<file path="src/hdl/trcu_pkg.sv">
// types and constants for the ring road car update unit
`timescale 1ns / 1ps

package trcu_pkg;

  localparam int POS_W  = 11;
  localparam int VEL_W  = 4;
  localparam int GAP_W  = 10;
  localparam int CAR_W  = 4;
  localparam int DRAW_W = 7;
  localparam int THR_W  = 7;
  localparam int USE_W  = 5;
  localparam int CFG_W  = 11;
  localparam int CFGI_W = 3;

  localparam logic OP_LOAD   = 1'b0;
  localparam logic OP_UPDATE = 1'b1;

  typedef enum logic [CFGI_W-1:0] {
    CFG_ROAD_LENGTH   = 3'd0,
    CFG_MAX_VELOCITY  = 3'd1,
    CFG_BRAKE_MOVING  = 3'd2,
    CFG_BRAKE_STOPPED = 3'd3,
    CFG_CARS_IN_USE   = 3'd4,
    CFG_MEASURE_SITE  = 3'd5
  } cfg_index_t;

  localparam logic [POS_W-1:0]  RST_ROAD_LENGTH   = 11'd100;
  localparam logic [VEL_W-1:0]  RST_MAX_VELOCITY  = 4'd5;
  localparam logic [THR_W-1:0]  RST_BRAKE_MOVING  = 7'd2;
  localparam logic [THR_W-1:0]  RST_BRAKE_STOPPED = 7'd75;
  localparam logic [USE_W-1:0]  RST_CARS_IN_USE   = 5'd10;
  localparam logic [POS_W-1:0]  RST_MEASURE_SITE  = 11'd10;

  localparam logic [GAP_W-1:0]  GAP_SAT = '1;

endpackage

</file>
<file path="src/hdl/trcu_ram.sv">
// generic single write port ram with registered read
`timescale 1ns / 1ps

module trcu_ram #(
  parameter int WIDTH = 15,
  parameter int DEPTH = 16
) (
  input  logic                     clk,
  input  logic                     we,
  input  logic [$clog2(DEPTH)-1:0] waddr,
  input  logic [WIDTH-1:0]         wdata,
  input  logic [$clog2(DEPTH)-1:0] raddr,
  output logic [WIDTH-1:0]         rdata
);

  logic [WIDTH-1:0] mem [DEPTH];

  always_ff @(posedge clk) begin
    if (we) begin
      mem[waddr] <= wdata;
    end
    rdata <= mem[raddr];
  end

endmodule

</file>
<file path="src/hdl/traffic_ring_car_update_unit.sv">
// ring road traffic automaton, one car update or load per beat
//
//  channel  signals                                         direction
//  in       in_valid/in_ready, operation .. end_of_tick     beat in
//  out      out_valid/out_ready, car_number .. tick_committed  beat out
//  cfg      cfg_write_enable, cfg_index, cfg_data           register write
//
// an update runs a gap search that reads one car position per cycle
// from the current ram, and end_of_tick adds a next-to-current copy sweep.
// rst is synchronous; registers go to their reset values, car rams are
// undefined until loaded. in_ready is high only while idle; a waiting out
// beat does not block the next item until that item is ready to finish.
`timescale 1ns / 1ps

module traffic_ring_car_update_unit
  import trcu_pkg::*;
#(
  parameter int NUM_CARS = 16
) (
  input  logic              clk,
  input  logic              rst,
  input  logic              cfg_write_enable,
  input  logic [CFGI_W-1:0] cfg_index,
  input  logic [CFG_W-1:0]  cfg_data,
  input  logic              in_valid,
  output logic              in_ready,
  input  logic              operation,
  input  logic [CAR_W-1:0]  car_index,
  input  logic [POS_W-1:0]  load_position,
  input  logic [VEL_W-1:0]  load_velocity,
  input  logic [DRAW_W-1:0] random_draw,
  input  logic              end_of_tick,
  output logic              out_valid,
  input  logic              out_ready,
  output logic [CAR_W-1:0]  car_number,
  output logic [POS_W-1:0]  new_position,
  output logic [VEL_W-1:0]  new_velocity,
  output logic [GAP_W-1:0]  gap_ahead,
  output logic              passed_measure,
  output logic              tick_committed
);

  localparam int IDX_W = $clog2(NUM_CARS);
  localparam int CNT_W = $clog2(NUM_CARS + 1);
  localparam int CW    = (CNT_W > USE_W) ? CNT_W : USE_W;
  localparam int WORD_W = POS_W + VEL_W;
  localparam logic [CW-1:0] NCARS = CW'(NUM_CARS);

  typedef enum logic [3:0] {
    S_IDLE, S_LOAD, S_FETCH, S_POS, S_SCAN, S_SPEED, S_MOVE, S_COMMIT, S_DONE
  } state_t;

  state_t state;

  logic [POS_W-1:0] road_length;
  logic [VEL_W-1:0] max_velocity;
  logic [THR_W-1:0] brake_threshold_moving;
  logic [THR_W-1:0] brake_threshold_stopped;
  logic [USE_W-1:0] cars_in_use;
  logic [POS_W-1:0] measure_site;

  logic [IDX_W-1:0]  car;
  logic [POS_W-1:0]  lpos;
  logic [VEL_W-1:0]  lvel;
  logic [DRAW_W-1:0] draw;
  logic              eot;

  logic [POS_W-1:0] x;
  logic [VEL_W-1:0] v;
  logic [POS_W-1:0] gap;
  logic [POS_W-1:0] m1;
  logic [POS_W-1:0] m2;
  logic [CW-1:0]    cnt;
  logic             pend;
  logic [IDX_W-1:0] wr_idx;
  logic [VEL_W-1:0] vnew;
  logic [POS_W-1:0] res_pos;
  logic             res_passed;

  logic [IDX_W-1:0]  car_mod;
  logic [CW-1:0]     n_active;
  logic [CW-1:0]     use_ext;

  logic              cur_we;
  logic [IDX_W-1:0]  cur_waddr;
  logic [WORD_W-1:0] cur_wdata;
  logic [IDX_W-1:0]  cur_raddr;
  logic [WORD_W-1:0] cur_rdata;
  logic              nxt_we;
  logic [WORD_W-1:0] nxt_wdata;
  logic [IDX_W-1:0]  nxt_raddr;
  logic [WORD_W-1:0] nxt_rdata;

  logic signed [POS_W+1:0] diff;
  logic [POS_W-1:0]        fwd_dist;
  logic [POS_W-1:0]        m1_next;
  logic [POS_W-1:0]        m2_next;

  logic [THR_W-1:0] thr;
  logic [VEL_W:0]   v_inc;
  logic [VEL_W-1:0] v1;
  logic [VEL_W-1:0] v2;
  logic [VEL_W-1:0] v_next;

  logic [POS_W:0]   sum;
  logic [POS_W:0]   wrapped;
  logic [POS_W-1:0] npos;
  logic             passed_next;

  always_comb begin
    car_mod = '0;
    for (int k = 0; k < (1 << CAR_W); k++) begin
      if (car_index == CAR_W'(k)) begin
        car_mod = IDX_W'(k % NUM_CARS);
      end
    end
  end

  assign use_ext  = CW'(cars_in_use);
  assign n_active = (use_ext > NCARS) ? NCARS : use_ext;

  // distance unit shared across the scan
  always_comb begin
    diff = $signed({2'b00, cur_rdata[WORD_W-1:VEL_W]}) - $signed({2'b00, x});
    if (diff < 0) begin
      diff = diff + $signed({2'b00, road_length});
    end
    if (diff < 0) begin
      diff = '0;
    end
    fwd_dist = diff[POS_W-1:0];
    m1_next = m1;
    m2_next = m2;
    if (fwd_dist < m1) begin
      m2_next = m1;
      m1_next = fwd_dist;
    end else if (fwd_dist < m2) begin
      m2_next = fwd_dist;
    end
  end

  always_comb begin
    thr   = (v == '0) ? brake_threshold_stopped : brake_threshold_moving;
    v_inc = {1'b0, v} + 1'b1;
    v1    = v;
    if (v < max_velocity && gap > POS_W'(v_inc)) begin
      v1 = v_inc[VEL_W-1:0];
    end
    v2 = v1;
    if (gap <= POS_W'(v1) && v1 != '0) begin
      v2 = (gap != '0) ? VEL_W'(gap - 1'b1) : '0;
    end
    v_next = v2;
    if (THR_W'(draw) < thr && v2 != '0) begin
      v_next = v2 - 1'b1;
    end
  end

  always_comb begin
    sum     = {1'b0, x} + (POS_W+1)'(vnew);
    wrapped = sum - {1'b0, road_length};
    npos    = (sum <= {1'b0, road_length}) ? sum[POS_W-1:0] : wrapped[POS_W-1:0];
    passed_next = (x <= measure_site) && (sum > {1'b0, measure_site});
  end

  always_comb begin
    cur_we    = 1'b0;
    cur_waddr = car;
    cur_wdata = {lpos, lvel};
    nxt_we    = 1'b0;
    nxt_wdata = {lpos, lvel};
    cur_raddr = car;
    nxt_raddr = cnt[IDX_W-1:0];
    case (state)
      S_LOAD: begin
        cur_we = 1'b1;
        nxt_we = 1'b1;
      end
      S_SCAN: begin
        cur_raddr = cnt[IDX_W-1:0];
      end
      S_MOVE: begin
        nxt_we    = 1'b1;
        nxt_wdata = {npos, vnew};
      end
      S_COMMIT: begin
        cur_we    = pend;
        cur_waddr = wr_idx;
        cur_wdata = nxt_rdata;
      end
      default: begin
      end
    endcase
  end

  trcu_ram #(.WIDTH(WORD_W), .DEPTH(NUM_CARS)) u_cur_ram (
    .clk   (clk),
    .we    (cur_we),
    .waddr (cur_waddr),
    .wdata (cur_wdata),
    .raddr (cur_raddr),
    .rdata (cur_rdata)
  );

  trcu_ram #(.WIDTH(WORD_W), .DEPTH(NUM_CARS)) u_nxt_ram (
    .clk   (clk),
    .we    (nxt_we),
    .waddr (car),
    .wdata (nxt_wdata),
    .raddr (nxt_raddr),
    .rdata (nxt_rdata)
  );

  assign in_ready = (state == S_IDLE);

  always_ff @(posedge clk) begin
    if (rst) begin
      road_length             <= RST_ROAD_LENGTH;
      max_velocity            <= RST_MAX_VELOCITY;
      brake_threshold_moving  <= RST_BRAKE_MOVING;
      brake_threshold_stopped <= RST_BRAKE_STOPPED;
      cars_in_use             <= RST_CARS_IN_USE;
      measure_site            <= RST_MEASURE_SITE;
    end else if (cfg_write_enable) begin
      case (cfg_index_t'(cfg_index))
        CFG_ROAD_LENGTH:   road_length             <= cfg_data;
        CFG_MAX_VELOCITY:  max_velocity            <= cfg_data[VEL_W-1:0];
        CFG_BRAKE_MOVING:  brake_threshold_moving  <= cfg_data[THR_W-1:0];
        CFG_BRAKE_STOPPED: brake_threshold_stopped <= cfg_data[THR_W-1:0];
        CFG_CARS_IN_USE:   cars_in_use             <= cfg_data[USE_W-1:0];
        CFG_MEASURE_SITE:  measure_site            <= cfg_data;
        default: begin
        end
      endcase
    end
  end

  always_ff @(posedge clk) begin
    if (rst) begin
      state     <= S_IDLE;
      out_valid <= 1'b0;
      pend      <= 1'b0;
      cnt       <= '0;
    end else begin
      if (out_valid && out_ready && state != S_DONE) begin
        out_valid <= 1'b0;
      end
      case (state)
        S_IDLE: begin
          if (in_valid) begin
            car   <= car_mod;
            lpos  <= load_position;
            lvel  <= load_velocity;
            draw  <= random_draw;
            eot   <= end_of_tick;
            state <= (operation == OP_LOAD) ? S_LOAD : S_FETCH;
          end
        end
        S_LOAD: begin
          res_pos    <= lpos;
          vnew       <= lvel;
          gap        <= '0;
          res_passed <= 1'b0;
          cnt        <= '0;
          pend       <= 1'b0;
          state      <= eot ? S_COMMIT : S_DONE;
        end
        S_FETCH: begin
          state <= S_POS;
        end
        S_POS: begin
          x    <= cur_rdata[WORD_W-1:VEL_W];
          v    <= cur_rdata[VEL_W-1:0];
          m1   <= '1;
          m2   <= '1;
          cnt  <= '0;
          pend <= 1'b0;
          if (n_active < CW'(2)) begin
            gap   <= road_length;
            state <= S_SPEED;
          end else begin
            state <= S_SCAN;
          end
        end
        S_SCAN: begin
          if (pend) begin
            m1 <= m1_next;
            m2 <= m2_next;
          end
          if (cnt < n_active) begin
            cnt  <= cnt + 1'b1;
            pend <= 1'b1;
          end else begin
            pend <= 1'b0;
            if (!pend) begin
              gap   <= m2;
              state <= S_SPEED;
            end
          end
        end
        S_SPEED: begin
          vnew  <= v_next;
          state <= S_MOVE;
        end
        S_MOVE: begin
          res_pos    <= npos;
          res_passed <= passed_next;
          cnt        <= '0;
          pend       <= 1'b0;
          state      <= eot ? S_COMMIT : S_DONE;
        end
        S_COMMIT: begin
          wr_idx <= cnt[IDX_W-1:0];
          if (cnt < NCARS) begin
            cnt  <= cnt + 1'b1;
            pend <= 1'b1;
          end else begin
            pend <= 1'b0;
            if (!pend) begin
              state <= S_DONE;
            end
          end
        end
        S_DONE: begin
          if (!out_valid || out_ready) begin
            car_number     <= CAR_W'(car);
            new_position   <= res_pos;
            new_velocity   <= vnew;
            gap_ahead      <= (gap > POS_W'(GAP_SAT)) ? GAP_SAT : gap[GAP_W-1:0];
            passed_measure <= res_passed;
            tick_committed <= eot;
            out_valid      <= 1'b1;
            state          <= S_IDLE;
          end
        end
        default: begin
          state <= S_IDLE;
        end
      endcase
    end
  end

  a_busy_after_accept: assert property (@(posedge clk) disable iff (rst)
    in_valid && in_ready |=> !in_ready)
    else $error("input taken while busy");

  a_no_cur_write_in_scan: assert property (@(posedge clk) disable iff (rst)
    (state == S_SCAN) |-> !cur_we)
    else $error("current ram written during gap search");

  a_scan_bound: assert property (@(posedge clk) disable iff (rst)
    (state == S_SCAN) |-> cnt <= n_active)
    else $error("gap search ran past active cars");

  a_dual_write_on_load: assert property (@(posedge clk) disable iff (rst)
    cur_we && nxt_we |-> state == S_LOAD)
    else $error("both rams written outside a load");

endmodule

</file>
<file path="config.mk">
export PLATFORM = sky130hd
export DESIGN_NAME = traffic_ring_car_update_unit
export DESIGN_NICKNAME = d
export VERILOG_FILES = /design/src/hdl/trcu_pkg.sv /design/src/hdl/trcu_ram.sv /design/src/hdl/traffic_ring_car_update_unit.sv
export SDC_FILE = /design/constraint.sdc
export NUM_CORES = 1
export LEC_CHECK = 0
export BUFFER_PORTS_ARGS = -buffer_cell sky130_fd_sc_hd__buf_2
export CORE_MARGIN = 8
export CORE_UTILIZATION = 45
export CTS_CLUSTER_DIAMETER = 100
export DETAILED_ROUTE_END_ITERATION = 16
export SYNTH_ARGS = -nofsm -noshare
export SYNTH_HDL_FRONTEND = slang
export SYNTH_SLANG_ARGS = --single-unit
</file>
<file path="constraint.sdc">
create_clock -name clk -period 6.71 [get_ports clk]
set_input_delay 1.6775 -clock clk [delete_from_list [all_inputs] [get_ports clk]]
set_output_delay 1.6775 -clock clk [all_outputs]
set_load 0.02 [all_outputs]
</file>
==> results by group, run 1 <==
Outcome
  – Status: complete, no violations

Hold path
  – Worst hold path class: reg2reg
  – Hold Path Origin: res_pos[1]

Floorplan
  – I/O Pins: 80
  – Initial core utilization: 45.2%
  – DIE AREA: 0.0758 mm²
  – CORE AREA: 0.0669 mm²
  – Row Count: 95
  – Die W: 275 µm
  – Die Height: 275 µm

Global route
  – Most Crowded Layer GR: met2
  – GR Util met2: 33.7%
  – Met3 Use GR: 3.21%
  – Total GRT Usage: 20.1%
  – M1 GR Usage: 26.8%
  – Initial antenna violation count: 1
  – First-pass GRT wire length: 114 mm
  – GRT overflow: 0
  – Largest net degree at the start of global routing: 61
  – Vias in the first global route: 18100

STA
  – Final setup fails: 0
  – Worst Max-Slew Pin Slew: 1.31 ns
  – Achievable Freq: 0.165 GHz
  – RSZ-0062 raised after global routing: no
  – Max-slew headroom: 12.0%
  – Tmin final: 6.06 ns
  – Setup TNS Final: 0 ns
  – Final Hold Fails: 0
  – Max-slew violations: 0
  – Post-route clock skew: 0.0283 ns
  – Final Cycle Share: 90.2%

Yosys
  – Syn Nets: 2155
  – Ys async rst share: 0%
  – Yosys synthesis warning count: 0
  – Flops & latches, synth: 692
  – Top_reg_cell synth: edfxtp_1
  – Synthesized area per cell: 15.2 µm²
  – Post-synth EDFFs: 606
  – Synth cell types: 77
  – Sequential fraction of the synthesis area: 65.8%
  – Netlist area before placement: 0.0303 mm²
  – Cells after synthesis: 1997

Place
  – Routability congestion estimate: 0.892
  – IO Port Bufs: 79
  – Post-DP HPWL: 49.9 mm

Finish
  – Most frequent cells in the layout: edfxtp_1, nand2_1, mux4_2
  – Post-layout nets: 2293
  – Layout cell share with drive strength beyond 1: 20.4%
  – Area delta synth->final: 13.9%
  – Final Core Density: 51.5%
  – Most common cell after layout, fill and taps aside: edfxtp_1

Detailed routing
  – Drt drc: 0
  – Pre-Repair DR Iteration Count: 5
  – Vias per cell: 5.77
  – Wire per inst: 24.6 µm
  – Drt initial violations: 1541
  – DRT antenna net count: 0
  – Post-Route WL: 75.4 mm
  – Via count: 17700

Critical path
  – Crit path arrival time: 6.39 ns
  – Crit end category: flop
  – Critical path type: reg2reg
  – Worst path required time: 7.05 ns
  – CP startpoint kind: flop
  – FF-to-FF Start: x[0]
  – Worst Setup SP: x[0]
  – Worst Path Max Fanout: 8

Clocking
  – H-tree lvl count: 3
  – Worst-path clk slew: 0.06 ns
  – Clk sinks: 692
  – CTS tree: yes
  – Cts bufs inserted: 74
  – Clock buffer depth: 3
  – CTS Root Cell: clkbuf_16
  – Post CTS Setup Buffer Count: 0
  – Clock latency on the worst-skew pair: 0.62 ns

Pwr
  – VDD IR max: 0.189 mV
  – Pwr Density: 368 mW/mm²
  – LEAKAGE: 11.9 nW

Run
  – Max_cap viols: 0
cell usage after synthesis, drive strengths merged, types with 5 or more instances:
library cell  number  area share (%)
a211oi            21            0.55
a21boi             7            0.17
a21o              20            0.50
a21oi             75             1.2
a22o               6            0.17
a31oi             25            0.52
and2              18            0.37
and3              18            0.40
buf               28            0.59
clkbuf            56            0.69
dfxtp             86             5.7
edfxtp           606              60
ha               107             4.4
inv               87             1.1
mux2i             49             1.7
mux4             135              10
nand2            225             2.8
nand2b            18            0.37
nand3             25            0.45
nand4             15            0.31
nor2              98             1.2
nor2b             17            0.35
nor3              35            0.60
nor3b              5            0.12
nor4              12            0.30
o211ai            15            0.42
o21a              19            0.47
o21ai             44            0.73
o31ai              9            0.24
or2               19            0.39
or3                7            0.14
xnor2             25            0.72
xor2              11            0.32
registers in the layout, indices dropped and copies added (netlist names), 15 cells and up:
register,flops
u_cur_ram.mem,240
u_nxt_ram.mem,240
u_cur_ram.rdata,15
u_nxt_ram.rdata,15
final cells by class:
type                    instances  area, µm²
inverters                      88        330
repair buffers                146        911
flip-flops and latches        692      19900
clock inverters                38        467
clock buffers                  95       2010
diodes                          1       2.50
fillers                      5512      32500
well taps                     873       1090
multi-input cells            1133       9720
timing repair:
item,CTS,global route
hold buffers,0,0
setup endpoints to repair,0,33
gates resized for setup,0,1
endpoints found under the hold margin,0,0
cells by family (layout without fill, tap and decap cells):
family / after synthesis / count (layout) / share of synthesized area, %
other cells: 0 / 1 / 0
xor+xnor: 36 / 36 / 1.04
flops: 692 / 692 / 65.8
buf+inv: 172 / 367 / 2.37
compound gates: 278 / 278 / 6.12
mux: 187 / 187 / 11.8
fa+ha+maj: 111 / 111 / 4.69
simple gates: 521 / 521 / 8.09
power breakdown:
group	internal, W	leakage (nW)	switching [W]
registers	0.00512	6.15	0.000244
clock network	0.00248	1.21	0.00168
logic	0.00130	4.54	0.00187
total	0.00890	11.9	0.00380
metal layers:
layer | vias to the layer above | wire length [µm]
li1 | 7960 | -
met1 | 9000 | 31800
met2 | 614 | 36700
met3 | 128 | 4830
met4 | 0 | 1990
met5 | - | 0
path summary, 6_finish.rpt:
kind | end | slack, ns | depth (start not counted)
worst max-delay path | m2[8] | 0.65 | 24
worst min-delay path | new_position[1] | 0.42 | 0
worst max register to register | m2[8] | 0.65 | 24
worst min register to register | new_position[1] | 0.42 | 0
per-stage QoR:
| step | power (W) | instances | worst slack [ns] | hold WS [ns] | area [µm²] |
|---|---|---|---|---|---|
| 4_1_cts | 0.0128 | 3065 | 0.426 | 0.417 | 34500 |
| 2_1_floorplan | 0.00764 | 1997 | 0.718 | 0.386 | 30300 |
| 5_1_grt | 0.0133 | 3065 | 0.0624 | 0.421 | 34500 |
| 3_3_place_gp | 0.00854 | 2932 | 0.687 | 0.403 | 32000 |
| 3_5_place_dp | 0.00862 | 2932 | 0.478 | 0.405 | 32000 |
| 6_report | 0.0127 | 3066 | 0.655 | 0.418 | 34500 |
worst max-delay path: stages (launching register included):
cell and delay [ns]:
edfxtp_1 0.37, ha_1 0.18, inv_1 0.06, fa_1 0.39
a21o_1 0.19, a211oi_1 0.33, or2_2 0.18, nor2b_1 0.15
xnor2_1 0.13, ha_1 0.23, or3_1 0.36, o211a_1 0.26
o211a_1 0.24, o21a_1 0.19, o32ai_2 0.45, ha_1 0.24
nand3_1 0.14, o41ai_1 0.37, a31oi_1 0.07, o21a_1 0.14
o41a_1 0.13, a41oi_2 0.48, buf_4 0.25, mux2i_1 0.19
nand2_1 0.08
No activity file was read; power rests on OpenSTA's default activity.
==> inputs of run 2 (changes only) <==
CORE_UTILIZATION = 37   (was 45)
==> run 2 against run 1 <==
Design area grew 0.65%. Combinational power is essentially flat. Global-route usage shrank 3.7 points. Largest cell class unchanged. Hold slack lost 0.00081 ns. Cell count grew 6.5%. Utilization shrank 9.0 points. Critical endpoint is now m2[4]. Via count is essentially flat.
==> results by group, run 2 (same netlist as run 1, synthesis figures left out) <==
Outcome
  – Status: complete, no violations (unchanged)

Clocking
  – Post CTS Setup Buffer Count: 0 (unchanged)
  – Clock buffer depth: 3 (unchanged)
  – Worst-path clk slew: 0.06 ns (about the same)
  – Clk sinks: 692 (unchanged)
  – H-tree lvl count: 3 (unchanged)
  – CTS tree: yes (unchanged)
  – Clock latency on the worst-skew pair: 0.61 ns (was 0.62 ns)
  – Post-CTS Hold Buffers: 0 (unchanged)
  – Cts bufs inserted: 72 (was 74)
  – Post-cts resize count: 0 (unchanged)
  – CTS Root Cell: clkbuf_16 (unchanged)

Floorplan
  – Die Height: 302 µm (was 275 µm)
  – CORE AREA: 0.0816 mm² (was 0.0669 mm²)
  – DIE AREA: 0.0912 mm² (was 0.0758 mm²)
  – Initial core utilization: 37.1% (was 45.2%)
  – Row Count: 105 (was 95)
  – I/O Pins: 80 (unchanged)
  – Die W: 302 µm (was 275 µm)

Finish
  – Antenna cells: 0 (was 1)
  – Most common cell after layout, fill and taps aside: edfxtp_1 (unchanged)
  – Layout cell share with drive strength beyond 1: 20.8% (was 20.4%)
  – Filler cells: 7230 (was 5512)
  – Area delta synth->final: 14.6% (was 13.9%)
  – Most frequent cells in the layout: edfxtp_1, nand2_1, mux4_2 (unchanged)
  – Fin cells: 3264 (was 3066)
  – Largest regs: u_cur_ram.mem (240), u_nxt_ram.mem (240) (unchanged)
  – Post-layout nets: 2293 (unchanged)
  – Final instance area: 0.0347 mm² (was 0.0345 mm²)

Global route
  – M1 GR Usage: 22.4% (was 26.8%)
  – Largest net degree at the start of global routing: 65 (was 61)
  – GRT overflow: 0 (unchanged)
  – Met3 Use GR: 3.13% (was 3.21%)
  – GR Util met2: 26.7% (was 33.7%)
  – Most Crowded Layer GR: met2 (unchanged)
  – Total GRT Usage: 16.4% (was 20.1%)
  – Initial antenna violation count: 4 (was 1)
  – First-pass GRT wire length: 112 mm (was 114 mm)
  – Vias in the first global route: 17700 (was 18100)

STA
  – Setup TNS Final: 0 ns (unchanged)
  – Tmin final: 6.01 ns (was 6.06 ns)
  – Max-slew violations: 0 (unchanged)
  – Final Cycle Share: 89.6% (was 90.2%)
  – Post-route clock skew: 0.0210 ns (was 0.0283 ns)
  – Achievable Freq: 0.166 GHz (was 0.165 GHz)
  – Worst Max-Slew Pin Slew: 1.14 ns (was 1.31 ns)
  – Max-slew headroom: 23.7% (was 12.0%)
  – Final setup fails: 0 (unchanged)
  – RSZ-0062 raised after global routing: no (unchanged)
  – Final Hold Fails: 0 (unchanged)

Detailed routing
  – Vias per cell: 5.43 (was 5.77)
  – Drt initial violations: 1738 (was 1541)
  – DRT antenna net count: 0 (unchanged)
  – Drt drc: 0 (unchanged)
  – Post-Route WL: 75.9 mm (was 75.4 mm)
  – Via count: 17700 (about the same)
  – Wire per inst: 23.3 µm (was 24.6 µm)
  – Pre-Repair DR Iteration Count: 5 (unchanged)

Hold path
  – Hold Path Origin: res_pos[0] (was res_pos[1])
  – Hold Path Stages: 0 (unchanged)
  – Worst min-delay path endpoint: new_position[0] (was new_position[1])
  – Worst hold path class: reg2reg (unchanged)

Critical path
  – Biggest cell delay along the critical path: 0.47 ns (was 0.48 ns)
  – Worst path required time: 7.06 ns (was 7.05 ns)
  – Slowest cell on the critical path: a41oi_2 (unchanged)
  – FF-to-FF Start: x[0] (unchanged)
  – CP most frequent cell: ha_1 (unchanged)
  – Crit end category: flop (unchanged)
  – Reg2Reg Depth: 25 (was 24)
  – Crit path arrival time: 6.36 ns (was 6.39 ns)
  – Worst Path Max Fanout: 8 (unchanged)
  – Worst path bufs/invs: 3 (was 2)
  – CP startpoint kind: flop (unchanged)
  – Worst Setup SP: x[0] (unchanged)
  – Critical path type: reg2reg (unchanged)
  – FF-to-FF setup slack: 0.70 ns (was 0.65 ns)
  – RR Endpoint: m2[4] (was m2[8])
  – Largest delay share family, worst path: compound AO/OA/AOI/OAI gates (unchanged)

Place
  – Routability congestion estimate: 0.929 (was 0.892)
  – Placed Area: 0.0322 mm² (was 0.0320 mm²)
  – Placed Cells: 3131 (was 2932)
  – Post-DP HPWL: 50.1 mm (was 49.9 mm)
  – IO Port Bufs: 79 (unchanged)

Pwr
  – Total chip power: 0.0126 W (was 0.0127 W)
  – Pwr Density: 365 mW/mm² (was 368 mW/mm²)
  – VDD IR max: 0.184 mV (was 0.189 mV)
  – LEAKAGE: 11.9 nW (about the same)

Run
  – Max_cap viols: 0 (unchanged)
==> run 2: cell types whose count changed in the layout (fill, tap and decap cells not counted), sizes merged <==
cell / delta
clkinvlp: +3
clkinv: +8
inv: -2
bufinv: -1
buf: +2
diode: -1
clkbuf: -8
==> run 2: power by group <==
part / total, W / internal, W / switching [W]
logic: 0.00318 / 0.00130 / 0.00188
registers: 0.00537 / 0.00512 / 0.000253
clock network: 0.00409 / 0.00241 / 0.00168
==> run 2: area by class of cell <==
class                   count  area [µm²]  share of cell area [%]
clock buffers              87        1950                    5.62
clock inverters            46         514                    1.48
inverters                  88         330                   0.952
multi-input cells        1133        9710                    28.0
flip-flops and latches    692       19900                    57.4
well taps                1070        1340                    3.86
repair buffers            148         913                    2.63
==> run 2: how the worst max path moves through the flow <==
stage	to	slack (ns)	depth (start not counted)
after detailed placement	m2[4]	0.66	25
final	m2[4]	0.70	25
after global placement	m2[5]	0.89	25
after CTS	m2[4]	0.70	25
after global routing	m2[8]	0.18	25
after floorplan	m2[0]	0.72	23
==> run 2: stage by stage <==
step           setup WS, ns  hold WS (ns)  utilization, %
2_1_floorplan         0.718         0.386               -
3_3_place_gp          0.889         0.401            39.5
3_5_place_dp          0.664         0.405            39.5
4_1_cts               0.700         0.417            42.5
5_1_grt               0.178         0.422            42.5
6_report              0.700         0.418            42.5
==> run 2: metal layers <==
metal / share of wire, % / up-vias
met5: 0.017 / -
met4: 2.5 / 2
met3: 7.0 / 122
met2: 47 / 627
met1: 43 / 9005
li1: - / 7958
==> run 2: worst reg2reg max path, cell delays in order, from the launching register on <==
cell	delay, ns
edfxtp_1	0.38
ha_1	0.18
inv_1	0.05
fa_1	0.39
a21o_1	0.19
a211oi_1	0.30
or2_2	0.19
a21oi_1	0.09
a311oi_1	0.39
inv_1	0.08
ha_1	0.34
a21o_1	0.21
a31oi_1	0.22
a21oi_1	0.13
nand4_1	0.12
o21ai_0	0.31
ha_1	0.43
nand3_1	0.09
o41ai_1	0.32
a31oi_1	0.07
o21a_1	0.13
o41a_1	0.12
a41oi_2	0.47
buf_4	0.27
mux2i_1	0.22
nand2_1	0.08
==> inputs of run 3 (changes only) <==
CAP_MARGIN = 20   (was not set)
CELL_PAD_IN_SITES_DETAIL_PLACEMENT = 0   (was not set)
CELL_PAD_IN_SITES_GLOBAL_PLACEMENT = 1   (was not set)
PLACE_DENSITY_LB_ADDON = 0.1   (was not set)
==> run 3 against run 2 <==
Die area unchanged. Maximum frequency down 2.9%. Cell count up 0.28%. Via count down 1.4%. Wire length up 8.6%. Utilization up 0.10 points. Combinational power about the same. Design area up 0.25%. Non-clock buffer count unchanged. Hold slack about the same. Largest cell class unchanged. Largest power group unchanged.
==> results by group, run 3 (same netlist as run 1, synthesis figures left out) <==
Detailed routing
  – Post-Route WL: 82.4 mm (was 75.9 mm)
  – Via count: 17500 (was 17700)
  – Pre-Repair DR Iteration Count: 5 (unchanged)
  – DRT antenna net count: 0 (unchanged)
  – Drt drc: 0 (unchanged)
  – Wire per inst: 25.2 µm (was 23.3 µm)
  – Vias per cell: 5.33 (was 5.43)
  – Drt initial violations: 1346 (was 1738)

Critical path
  – Critical path depth: 24 (was 25)
  – Crit end category: flop (unchanged)
  – End of the critical path: m2[6] (was m2[4])
  – Reg2Reg Depth: 24 (was 25)
  – Critical path type: reg2reg (unchanged)
  – Worst Setup SP: x[1] (was x[0])
  – Crit-path cells: inv_1 > fa_1 > a21o_1 > a211oi_1 > or2_2 > a21oi_1 > a311oi_1 > inv_1 > ha_1 > a21o_1 > a31oi_1 > a21o_1 > nor3_1 > a22o_1 > ha_1 > nand3_1 > o41ai_1 > a31oi_1 > o21a_1 > o41a_1 > a41oi_2 > buf_4 > mux2i_1 > nand2_1
  – Biggest cell delay along the critical path: 0.63 ns (was 0.47 ns)
  – CP startpoint kind: flop (unchanged)
  – Worst Path Max Fanout: 11 (was 8)
  – Crit path arrival time: 6.55 ns (was 6.36 ns)
  – Worst path required time: 7.06 ns (about the same)
  – FF-to-FF setup slack: 0.52 ns (was 0.70 ns)
  – Largest delay share family, worst path: compound AO/OA/AOI/OAI gates (unchanged)
  – CP most frequent cell: a21o_1 (was ha_1)
  – RR Endpoint: m2[6] (was m2[4])
  – Worst path bufs/invs: 3 (unchanged)
  – FF-to-FF Start: x[1] (was x[0])
  – Slowest cell on the critical path: a41oi_2 (unchanged)

Global route
  – Initial antenna violation count: 4 (unchanged)
  – Largest net degree at the start of global routing: 61 (was 65)
  – First-pass GRT wire length: 120 mm (was 112 mm)
  – GRT overflow: 0 (unchanged)
  – Total GRT Usage: 18.0% (was 16.4%)
  – Vias in the first global route: 17900 (was 17700)

Pwr
  – Seq pwr share: 42.0% (was 42.5%)
  – Logic pwr share: 25.1% (about the same)
  – Total chip power: 0.0128 W (was 0.0126 W)
  – LEAKAGE: 11.9 nW (about the same)
  – VDD IR max: 0.153 mV (was 0.184 mV)
  – Pint: 0.00893 W (was 0.00882 W)
  – Net Sw Power: 0.00386 W (was 0.00382 W)
  – Sw Ratio: 30.2% (about the same)
  – Pwr Density: 368 mW/mm² (was 365 mW/mm²)
  – Clock Power Share: 32.9% (was 32.4%)

Clocking
  – Post-CTS Hold Buffers: 0 (unchanged)
  – Cts bufs inserted: 77 (was 72)
  – H-tree lvl count: 3 (unchanged)
  – CTS Root Cell: clkbuf_16 (unchanged)
  – Clk sinks: 692 (unchanged)
  – Post CTS Setup Buffer Count: 0 (unchanged)
  – CTS tree: yes (unchanged)
  – Post-cts resize count: 0 (unchanged)
  – Clock buffer depth: 3 (unchanged)
  – Worst-path clk slew: 0.06 ns (about the same)
  – Clock latency on the worst-skew pair: 0.62 ns (was 0.61 ns)

Floorplan
  – Row Count: 105 (unchanged)
  – Die Height: 302 µm (unchanged)
  – Initial core utilization: 37.1% (unchanged)
  – I/O Pins: 80 (unchanged)
  – CORE AREA: 0.0816 mm² (unchanged)
  – DIE AREA: 0.0912 mm² (unchanged)
  – Die W: 302 µm (unchanged)

Finish
  – Most frequent cells in the layout: edfxtp_1, nand2_1, mux4_2 (unchanged)
  – Most common cell after layout, fill and taps aside: edfxtp_1 (unchanged)
  – Area delta synth->final: 14.9% (was 14.6%)
  – Layout cell share with drive strength beyond 1: 20.7% (was 20.8%)
  – Post-layout nets: 2298 (was 2293)
  – Largest regs: u_cur_ram.mem (240), u_nxt_ram.mem (240) (unchanged)
  – Final Core Density: 42.6% (was 42.5%)

STA
  – Max-slew headroom: 29.7% (was 23.7%)
  – Max-slew violations: 0 (unchanged)
  – Final setup fails: 0 (unchanged)
  – Post-route clock skew: 0.0300 ns (was 0.0210 ns)
  – Final Cycle Share: 92.3% (was 89.6%)
  – Worst Max-Slew Pin Slew: 1.03 ns (was 1.14 ns)
  – Achievable Freq: 0.161 GHz (was 0.166 GHz)
  – RSZ-0062 raised after global routing: no (unchanged)
  – Final Hold Fails: 0 (unchanged)
  – Hold Slack: 0.418 ns (about the same)
  – Tmin final: 6.19 ns (was 6.01 ns)
  – Setup TNS Final: 0 ns (unchanged)

Place
  – Routability congestion estimate: 0.840 (was 0.929)
  – Post-DP HPWL: 54.4 mm (was 50.1 mm)
  – IO Port Bufs: 79 (unchanged)

Hold path
  – Worst hold path class: reg2reg (unchanged)

Run
  – Max_cap viols: 0 (unchanged)

Outcome
  – Status: complete, no violations (unchanged)
==> run 3: layout make-up <==
type	count	area, µm²
Antenna cell	1	2.50
Clock buffer	105	2130
Clock inverter	36	395
Fill cell	7285	46800
Inverter	88	330
Multi-Input combinational cell	1133	9720
Sequential cell	692	19900
Tap cell	1070	1340
Timing Repair Buffer	148	926
==> run 3: routing by layer <==
layer / share of wire (%) / global-route usage, % / up-vias
li1: - / - / 7990
met1: 45 / 24.6 / 8971
met2: 48 / 29.7 / 400
met3: 5.0 / 3.02 / 98
met4: 2.1 / 4.92 / 2
met5: 0.016 / 0 / -
==> run 3: worst min-delay path by stage <==
stage / endpoint / startpoint / slack [ns] / cells after the start
finish: new_position[0] / res_pos[0] / 0.42 / 0
global route: new_position[6] / res_pos[6] / 0.42 / 0
CTS: new_position[0] / res_pos[0] / 0.42 / 0
detailed placement: new_position[0] / res_pos[0] / 0.41 / 0
global placement: new_position[1] / res_pos[1] / 0.40 / 0
floorplan: v[0] / u_cur_ram.rdata[0] / 0.39 / 0
==> run 3: worst reg2reg max path, delay by kind of cell, from the launching register on <==
kind            cells  cell delay, ns
mux                 1            0.18
buf+inv             3            0.45
flops               1            0.44
fa+ha+maj           3            1.12
simple gates        4            0.45
compound gates     13            3.31
==> run 3: power by group through the flow <==
| stage | clock [W] | sequential (W) | combinational, W |
|---|---|---|---|
| floorplan | 0 | 0.00531 | 0.00233 |
| global placement | 0 | 0.00547 | 0.00320 |
| detailed placement | 0 | 0.00547 | 0.00325 |
| CTS | 0.00432 | 0.00538 | 0.00326 |
| global route | 0.00448 | 0.00540 | 0.00355 |
| finish | 0.00420 | 0.00538 | 0.00321 |
==> run 3: through the flow <==
step	setup WS (ns)	std cells	instance area [µm²]
finish	0.517	3273	34800
global placement	0.515	3131	32200
CTS	0.541	3272	34800
floorplan	0.718	1997	30300
global route	0.0132	3272	34800
detailed placement	0.537	3131	32200
